===== config.mk =====
export PLATFORM = sky130hd
export DESIGN_NAME = key_matrix_change_events
export DESIGN_NICKNAME = d
export VERILOG_FILES = /design/src/rtl/kmce_pkg.sv /design/src/rtl/kmce_queue.sv /design/src/rtl/kmce_front.sv /design/src/rtl/kmce_back.sv /design/src/rtl/key_matrix_change_events.sv
export SDC_FILE = /design/constraint.sdc
export NUM_CORES = 1
export LEC_CHECK = 0
export ABC_CLOCK_PERIOD_IN_PS = 4600
export BUFFER_PORTS_ARGS = -buffer_cell sky130_fd_sc_hd__clkbuf_2
export CAP_MARGIN = 20
export CORE_ASPECT_RATIO = 1.2
export CORE_MARGIN = 2
export CORE_UTILIZATION = 63
export CTS_CLUSTER_SIZE = 25
export DETAILED_ROUTE_END_ITERATION = 8
export PLACE_DENSITY_LB_ADDON = 0.12
export SYNTH_ARGS = -nofsm -noshare
export SYNTH_HDL_FRONTEND = slang
export SYNTH_HIERARCHICAL = 1
export SYNTH_SLANG_ARGS = --single-unit

===== constraint.sdc =====
create_clock -name clk -period 4.6 [get_ports clk]
set_clock_uncertainty 0.1 [all_clocks]
set_input_delay 0.46 -clock clk [delete_from_list [all_inputs] [get_ports clk]]
set_output_delay 0.46 -clock clk [all_outputs]
set_load 0.005 [all_outputs]

===== src/rtl/kmce_pkg.sv =====
// kmce_pkg: shared types and constants for the keypad matrix change-event block.
// No dependencies; imported by every module of the block.
package kmce_pkg;

	localparam int COL_BITS     = 8;
	localparam int KEY_W        = 7;
	localparam int KEY_COL_W    = 4;
	localparam int COLS_W       = 5;
	localparam int ROWS_W       = 4;
	localparam int CFG_INDEX_W  = 1;
	localparam int CFG_DATA_W   = 5;
	localparam int QUEUE_DEPTH  = 4;

	localparam logic [COLS_W-1:0] COLS_RESET = 5'd16;
	localparam logic [ROWS_W-1:0] ROWS_RESET = 4'd8;
	localparam logic [ROWS_W-1:0] ROWS_MAX   = 4'd8;

	localparam logic KIND_STATUS = 1'b0;
	localparam logic KIND_COLUMN = 1'b1;

	localparam logic [CFG_INDEX_W-1:0] REG_COLUMNS_IN_USE = 1'd0;
	localparam logic [CFG_INDEX_W-1:0] REG_ROWS_IN_USE    = 1'd1;

	localparam int SWITCH_BIT = 0;

	// One word of work for the event generator
	typedef struct packed {
		logic                 is_switch;
		logic                 level;
		logic [KEY_COL_W-1:0] col;
		logic [COL_BITS-1:0]  on;
		logic [COL_BITS-1:0]  off;
	} job_t;

endpackage


===== src/rtl/kmce_queue.sv =====
// kmce_queue: small register FIFO carrying jobs from front to back.
// Depends on kmce_pkg (job_t).
module kmce_queue #(
	parameter int DEPTH = 4
) (
	input  logic          clk,
	input  logic          arst_n,
	input  logic          push,
	input  kmce_pkg::job_t push_job,
	output logic          full,
	input  logic          pop,
	output logic          empty,
	output kmce_pkg::job_t head
);
	import kmce_pkg::*;

	localparam int AW = (DEPTH > 1) ? $clog2(DEPTH) : 1;
	localparam int CW = $clog2(DEPTH + 1);

	job_t           mem_q [DEPTH];
	logic [AW-1:0]  wr_ptr_q;
	logic [AW-1:0]  rd_ptr_q;
	logic [CW-1:0]  count_q;
	logic           do_push;
	logic           do_pop;

	assign full    = (count_q == CW'(DEPTH));
	assign empty   = (count_q == '0);
	assign head    = mem_q[rd_ptr_q];
	assign do_push = push && !full;
	assign do_pop  = pop && !empty;

	always_ff @(posedge clk) begin
		if (do_push) begin
			mem_q[wr_ptr_q] <= push_job;
		end
	end

	always_ff @(posedge clk or negedge arst_n) begin
		if (!arst_n) begin
			wr_ptr_q <= '0;
			rd_ptr_q <= '0;
			count_q  <= '0;
		end else begin
			if (do_push) begin
				wr_ptr_q <= (wr_ptr_q == AW'(DEPTH - 1)) ? '0 : wr_ptr_q + 1'b1;
			end
			if (do_pop) begin
				rd_ptr_q <= (rd_ptr_q == AW'(DEPTH - 1)) ? '0 : rd_ptr_q + 1'b1;
			end
			if (do_push && !do_pop) begin
				count_q <= count_q + 1'b1;
			end else if (do_pop && !do_push) begin
				count_q <= count_q - 1'b1;
			end
		end
	end

endmodule


===== src/rtl/kmce_front.sv =====
// kmce_front: accepts report bytes, holds column store, switch level and config,
// turns each byte into a job of changed bits. Depends on kmce_pkg.
module kmce_front #(
	parameter int MAX_COLUMNS = 16
) (
	input  logic                                  clk,
	input  logic                                  arst_n,
	input  logic                                  s_axis_tvalid,
	output logic                                  s_axis_tready,
	input  logic [kmce_pkg::COL_BITS-1:0]         s_axis_tdata,
	input  logic                                  s_axis_tuser,
	input  logic                                  cfg_we,
	input  logic [kmce_pkg::CFG_INDEX_W-1:0]      cfg_index,
	input  logic [kmce_pkg::CFG_DATA_W-1:0]       cfg_data,
	output logic                                  job_push,
	output kmce_pkg::job_t                        job,
	input  logic                                  job_full
);
	import kmce_pkg::*;

	localparam int IW = (MAX_COLUMNS > 1) ? $clog2(MAX_COLUMNS) : 1;
	localparam int PW = $clog2(MAX_COLUMNS + 1);

	logic [COL_BITS-1:0] prev_q [MAX_COLUMNS];
	logic                switch_q;
	logic [PW-1:0]       pos_q;
	logic [COLS_W-1:0]   columns_q;
	logic [ROWS_W-1:0]   rows_q;

	logic                accept;
	logic [5:0]          cols_req;
	logic [5:0]          cols_eff;
	logic                in_range;
	logic [ROWS_W-1:0]   rows_eff;
	logic [COL_BITS-1:0] mask;
	logic [COL_BITS-1:0] old_byte;
	logic [COL_BITS-1:0] on_bits;
	logic [COL_BITS-1:0] off_bits;
	logic                level;
	logic [31:0]         pos_w;

	assign s_axis_tready = !job_full;
	assign accept        = s_axis_tvalid && s_axis_tready;

	assign cols_req = {1'b0, columns_q};
	assign cols_eff = (cols_req > 6'(MAX_COLUMNS)) ? 6'(MAX_COLUMNS) : cols_req;
	assign in_range = 6'(pos_q) < cols_eff;
	assign rows_eff = (rows_q > ROWS_MAX) ? ROWS_MAX : rows_q;
	assign mask     = ~(8'hFF << rows_eff);
	assign old_byte = prev_q[pos_q[IW-1:0]];
	assign on_bits  = s_axis_tdata & ~old_byte & mask;
	assign off_bits = ~s_axis_tdata & old_byte & mask;
	assign level    = s_axis_tdata[SWITCH_BIT];
	assign pos_w    = 32'(pos_q);

	always_comb begin
		job.is_switch = (s_axis_tuser == KIND_STATUS);
		job.level     = level;
		job.col       = pos_w[KEY_COL_W-1:0];
		job.on        = on_bits;
		job.off       = off_bits;
		if (s_axis_tuser == KIND_STATUS) begin
			job_push = accept && (level != switch_q);
		end else begin
			job_push = accept && in_range && ((on_bits | off_bits) != '0);
		end
	end

	always_ff @(posedge clk or negedge arst_n) begin
		if (!arst_n) begin
			for (int i = 0; i < MAX_COLUMNS; i++) begin
				prev_q[i] <= '0;
			end
			switch_q  <= 1'b0;
			pos_q     <= '0;
			columns_q <= COLS_RESET;
			rows_q    <= ROWS_RESET;
		end else begin
			if (cfg_we) begin
				unique case (cfg_index)
					REG_COLUMNS_IN_USE: columns_q <= cfg_data;
					REG_ROWS_IN_USE:    rows_q    <= cfg_data[ROWS_W-1:0];
					default: ;
				endcase
			end
			if (accept) begin
				if (s_axis_tuser == KIND_STATUS) begin
					pos_q    <= '0;
					switch_q <= level;
				end else if (in_range) begin
					prev_q[pos_q[IW-1:0]] <= s_axis_tdata;
					pos_q                 <= pos_q + 1'b1;
				end
			end
		end
	end

endmodule


===== src/rtl/kmce_back.sv =====
// kmce_back: drains jobs into single events, presses then releases, low row first.
// Registered output word. Depends on kmce_pkg.
module kmce_back (
	input  logic                          clk,
	input  logic                          arst_n,
	input  logic                          job_empty,
	input  kmce_pkg::job_t                job,
	output logic                          job_pop,
	output logic                          m_axis_tvalid,
	input  logic                          m_axis_tready,
	output logic [kmce_pkg::COL_BITS-1:0] m_axis_tdata,
	output logic                          m_axis_tuser,
	output logic                          m_axis_tlast
);
	import kmce_pkg::*;

	job_t                busy_job_q;
	logic                busy_q;
	logic                m_valid_q;
	logic [KEY_W-1:0]    key_q;
	logic                pressed_q;
	logic                switch_q;
	logic                last_q;

	job_t                cur;
	logic                cur_valid;
	logic                advance;
	logic [COL_BITS-1:0] scan;
	logic                scan_on;
	logic [2:0]          row;
	logic [COL_BITS-1:0] on_next;
	logic [COL_BITS-1:0] off_next;
	logic                done;

	assign cur       = busy_q ? busy_job_q : job;
	assign cur_valid = busy_q || !job_empty;
	assign advance   = cur_valid && (!m_valid_q || m_axis_tready);
	assign job_pop   = advance && !busy_q;

	assign scan_on = (cur.on != '0);
	assign scan    = scan_on ? cur.on : cur.off;

	always_comb begin
		row = '0;
		for (int i = COL_BITS - 1; i >= 0; i--) begin
			if (scan[i]) begin
				row = 3'(i);
			end
		end
	end

	assign on_next  = scan_on ? (cur.on & (cur.on - 1'b1)) : cur.on;
	assign off_next = scan_on ? cur.off : (cur.off & (cur.off - 1'b1));
	assign done     = cur.is_switch || ((on_next | off_next) == '0);

	always_ff @(posedge clk) begin
		if (advance) begin
			busy_job_q <= '{is_switch: cur.is_switch, level: cur.level, col: cur.col,
				on: on_next, off: off_next};
			key_q      <= cur.is_switch ? '0 : {cur.col, row};
			pressed_q  <= cur.is_switch ? cur.level : scan_on;
			switch_q   <= cur.is_switch;
			last_q     <= done;
		end
	end

	always_ff @(posedge clk or negedge arst_n) begin
		if (!arst_n) begin
			busy_q    <= 1'b0;
			m_valid_q <= 1'b0;
		end else begin
			if (advance) begin
				busy_q    <= !done;
				m_valid_q <= 1'b1;
			end else if (m_axis_tready) begin
				m_valid_q <= 1'b0;
			end
		end
	end

	assign m_axis_tvalid = m_valid_q;
	assign m_axis_tdata  = {pressed_q, key_q};
	assign m_axis_tuser  = switch_q;
	assign m_axis_tlast  = last_q;

endmodule


===== src/rtl/key_matrix_change_events.sv =====
// key_matrix_change_events: keypad report bytes in, press/release events out.
// Depends on kmce_pkg, kmce_front, kmce_queue, kmce_back.
//
// channel | dir | tdata                           | tuser          | tlast
// s_axis  | in  | byte_value[7:0]                 | kind           | -
// m_axis  | out | key_index[6:0], pressed[7]      | program_switch | last_event
// cfg     | in  | cfg_we / cfg_index / cfg_data (columns_in_use=0, rows_in_use=1)
//
// One input word per cycle while the job queue has room; the back-end scanner sends
// the events of a byte one per cycle while m_axis_tready does not stall the output.
// Column store, switch level and column position clear at reset, no sweep.
// Input stalls only when the 4-entry job queue is full; output is registered.
module key_matrix_change_events #(
	parameter int MAX_COLUMNS = 16
) (
	input  logic                                  clk,
	input  logic                                  arst_n,
	input  logic                                  s_axis_tvalid,
	output logic                                  s_axis_tready,
	input  logic [kmce_pkg::COL_BITS-1:0]         s_axis_tdata,  // byte_value
	input  logic                                  s_axis_tuser,  // kind
	output logic                                  m_axis_tvalid,
	input  logic                                  m_axis_tready,
	output logic [kmce_pkg::COL_BITS-1:0]         m_axis_tdata,  // key_index, pressed
	output logic                                  m_axis_tuser,  // program_switch
	output logic                                  m_axis_tlast,
	input  logic                                  cfg_we,
	input  logic [kmce_pkg::CFG_INDEX_W-1:0]      cfg_index,
	input  logic [kmce_pkg::CFG_DATA_W-1:0]       cfg_data
);
	import kmce_pkg::*;

	logic job_push;
	job_t push_job;
	logic job_full;
	logic job_pop;
	logic job_empty;
	job_t head_job;

	kmce_front #(
		.MAX_COLUMNS(MAX_COLUMNS)
	) u_front (
		.clk           (clk),
		.arst_n        (arst_n),
		.s_axis_tvalid (s_axis_tvalid),
		.s_axis_tready (s_axis_tready),
		.s_axis_tdata  (s_axis_tdata),
		.s_axis_tuser  (s_axis_tuser),
		.cfg_we        (cfg_we),
		.cfg_index     (cfg_index),
		.cfg_data      (cfg_data),
		.job_push      (job_push),
		.job           (push_job),
		.job_full      (job_full)
	);

	kmce_queue #(
		.DEPTH(QUEUE_DEPTH)
	) u_queue (
		.clk      (clk),
		.arst_n   (arst_n),
		.push     (job_push),
		.push_job (push_job),
		.full     (job_full),
		.pop      (job_pop),
		.empty    (job_empty),
		.head     (head_job)
	);

	kmce_back u_back (
		.clk           (clk),
		.arst_n        (arst_n),
		.job_empty     (job_empty),
		.job           (head_job),
		.job_pop       (job_pop),
		.m_axis_tvalid (m_axis_tvalid),
		.m_axis_tready (m_axis_tready),
		.m_axis_tdata  (m_axis_tdata),
		.m_axis_tuser  (m_axis_tuser),
		.m_axis_tlast  (m_axis_tlast)
	);

endmodule


==> results.md <==
* Die width at about 130 µm
* RR Startpoint: u_front/pos_q[0]$_DFFE_PN0P_
* Worst Setup End Kind: register
* TritonCTS buffer count at 26
* Worst r2r dst: u_queue/count_q[2]$_DFFE_PN0P_
* Clk slew on worst S/H paths at 0.06 ns
* Row count at 57
* Setup bufs post-CTS at 0
* Setup-failing EPs final at 0
* Crit Path Max Fanout at 23
* CTS tree: done
* Synth top area cells: dfrtp_1, edfxtp_1, mux2_2, mux4_2, mux2i_1
* Post-Syn Nets at just under 900
* Most frequent cell after synthesis: dfrtp_1
* Final Max Tran Viols at 0
* Critical Path AT at roughly 4.6 ns
* Root Buffer: clkbuf_16
* Final hold viol count at 0
* Initial Util at 0.6371
* Min-Delay Endpoint: u_front/columns_q[4]$_DFFE_PN1P_
* Worst Hold Path Cells at 3
* N_diodes at 0
* Status: finished clean
* CTS sink cnt at around 270
* Overall global routing resource usage at 0.2678
* Seq/Total Area, Yosys at 0.5759
* RSZ-0062 raised after global routing: no
* Layout cells sized above 1 at 0.3537
* Drc violations at 0
* Max cap viols at 0
* Final Non-Filler Cells at 1164
* Post-synth EDFFs at roughly 120
* Final-stage net count at just over 900
* Synth area leader: dfrtp_1
* H-Tree Depth at 1
* Asr flop ratio synth at 0.5609
* Startpoint Class: register
* Reg2reg setup slack at around 0.33 ns
* Die H at 160.2 µm
* Vias in the first global route at roughly 7.9k
* Worst-skew pair later-pin latency at ~0.52 ns
* Largest net degree at the start of global routing at 70
* Synth Register Bits at ~270
* Initial antenna violation count at 0
* Placer Congestion at slightly above 0.9
* LEAKAGE at ~5.9 nW
* Setup TNS at 0 ns
* Crit Path Category: reg -> reg
* HP Class: in -> reg
* IO Port Bufs at 31
* Cell Area, Synth at 12810 µm²
* Total Wirelength at approximately 28000 µm
* Mapped Cells at ~850
* First-pass GRT wire length at 44270 µm
* GR Overflow Total at 0
* 1st-iter DRT viols at roughly 430
* R2R depth at 15
* Netlist cell types at 78
* Top-area cell type share of the netlist area at 0.2929
* Vias post-DR at between 7k and 8k
* Post-route ant nets at 0
* Synth Flop Type: dfrtp_1
* Hold Crit Start: cfg_data[4]
* Area Overhead vs Synth at 10.33%
* Pwr dens at approximately 640 nW/µm²
* Slew HR at 0.2950
* Dpl hpwl at around 19000 µm
* Core box area at 20110 µm²
* VDD IR max at 374.3 µV
* Req. time, crit path at 4.95 ns
* # IOs at 32
* First-pass detailed-route iteration total at 5
* Worst-margin pin slew at about 1 ns
* Post-synth top cells: dfrtp_1, mux2_2, edfxtp_1
* Cells after DPL at between 1k and 1.5k
* Drt wl/cell at about 24 µm
* Syn Area/Cell at ~15 µm²
* Yosys warns at 6
* Vias per cell at 6.389
* Fin crit share at 0.9274
* Max Clock Freq at 234.4 MHz
* Fin crit period at around 4.3 ns
* Clock buffer depth at 3
* Die Area at 21500 µm²
-- flip-flops by register name, summed over array words and instances (netlist names) --
name	count
u_front/pos_q	5
u_front/prev_q	128
u_back/busy_q	1
u_back/busy_job_q	21
u_front/columns_q	5
u_front/switch_q	1
u_front/rows_q	4
u_back/m_axis_tuser	1
u_back/m_axis_tlast	1
u_queue/rd_ptr_q	2
u_back/key_q	7
u_back/m_axis_tvalid	1
u_queue/count_q	3
u_queue/mem_q	88
u_queue/wr_ptr_q	2
u_back/pressed_q	1
-- layout by cell type, fill, tap and decap left out, types with 5 or more instances in the layout --
cell / netlist / layout
a211oi_1: 6 / 6
clkbuf_1: 27 / 7
nand2b_1: 5 / 5
a31oi_1: 8 / 8
mux2i_1: 27 / 27
nor2_1: 30 / 30
clkbuf_2: 0 / 30
nor3_1: 13 / 13
or3b_1: 5 / 5
buf_4: 9 / 26
nand4_4: 5 / 5
or3_1: 5 / 5
mux4_2: 49 / 49
mux2_1: 5 / 5
inv_1: 18 / 18
mux2_2: 143 / 143
o21ai_0: 14 / 14
edfxtp_1: 119 / 119
nand3_4: 5 / 5
nor2b_1: 11 / 11
dfrtp_1: 150 / 148
ha_1: 14 / 14
a21oi_1: 12 / 11
nand2_1: 31 / 31
and2_1: 17 / 17
a22oi_1: 11 / 11
and3_1: 5 / 5
a21o_1: 7 / 7
clkbuf_16: 0 / 28
-- metrics by stage --
| step | setup slack, ns | power, W | area (µm²) | hold slack (ns) | utilization |
|---|---|---|---|---|---|
| after CTS | 0.3197 | 0.009064 | 14140 | 0.03305 | 0.7029 |
| after global routing | 0.06383 | 0.009495 | 14140 | 0.05709 | 0.7029 |
| after global placement | 0.5052 | 0.006716 | 13230 | 0.3692 | 0.6577 |
| after floorplan | 0.7683 | 0.005963 | 12810 | 0.06441 | - |
| final | 0.3339 | 0.009022 | 14140 | 0.04126 | 0.7029 |
| after detailed placement | 0.3875 | 0.006852 | 13230 | 0.3756 | 0.6577 |
-- routing by layer --
layer | up-vias | routed length (µm) | GRT usage
met4 | 0 | 1173 | 0.1062
met3 | 64 | 1093 | 0.02984
li1 | 3308 | - | -
met5 | - | 0 | 0
met2 | 233 | 14680 | 0.4784
met1 | 3832 | 10610 | 0.3337
-- critical path: stages (launching register included) --
cell	delay, ns
dfrtp_2	0.72
buf_12	0.28
mux4_2	0.53
mux2i_1	0.21
nor2_1	0.07
a31oi_1	0.24
and3b_1	0.28
nor4bb_1	0.08
a41oi_1	0.27
nor2b_1	0.26
ha_1	0.23
inv_1	0.06
fa_1	0.38
xor2_1	0.17
nor2_1	0.13
xor2_1	0.15
-- worst max path at each step --
stage	from	endpoint	cells past startpoint
floorplan	u_front/pos_q[0]$_DFFE_PN0P_	u_queue/count_q[2]$_DFFE_PN0P_	15
global placement	u_front/pos_q[0]$_DFFE_PN0P_	u_queue/count_q[2]$_DFFE_PN0P_	13
detailed placement	u_front/pos_q[0]$_DFFE_PN0P_	u_queue/count_q[2]$_DFFE_PN0P_	13
CTS	u_front/pos_q[0]$_DFFE_PN0P_	u_queue/count_q[2]$_DFFE_PN0P_	13
global route	u_front/pos_q[0]$_DFFE_PN0P_	u_queue/count_q[2]$_DFFE_PN0P_	15
finish	u_front/pos_q[0]$_DFFE_PN0P_	u_queue/count_q[2]$_DFFE_PN0P_	15
-- report_power, final --
part | internal, W | switching [W] | leakage [nW]
Clock | 0.00133 | 0.000860 | 0.431
Sequential | 0.00331 | 0.000418 | 3.13
Combinational | 0.00141 | 0.00170 | 2.34
Total | 0.00604 | 0.00298 | 5.90
-- cell families after synthesis --
logic type | count (synthesis) | share of synthesized area
compound gates | 95 | 0.05517
mux | 226 | 0.2396
xor+xnor | 7 | 0.004785
buf+inv | 75 | 0.02871
fa+ha+maj | 15 | 0.01523
flops | 271 | 0.5759
other cells | 1 | 0.0002927
simple gates | 159 | 0.08027
-- cell type report --
| type | instances | area [µm²] |
|---|---|---|
| Clock buffer | 38 | 768.2 |
| Timing Repair Buffer | 59 | 386.6 |
| Fill cell | 1369 | 5974 |
| Tap cell | 265 | 331.6 |
| Clock inverter | 10 | 131.4 |
| Multi-Input combinational cell | 503 | 5070 |
| Sequential cell | 271 | 7382 |
| Inverter | 18 | 67.56 |
-- timing repair --
action | in CTS | in global routing
hold buffers | 1 | 0
endpoints found under the hold margin | 67 | 0
setup endpoints to repair | 0 | 1
resized for setup | 0 | 1
Note: power is estimated with default switching activity, not from simulation.
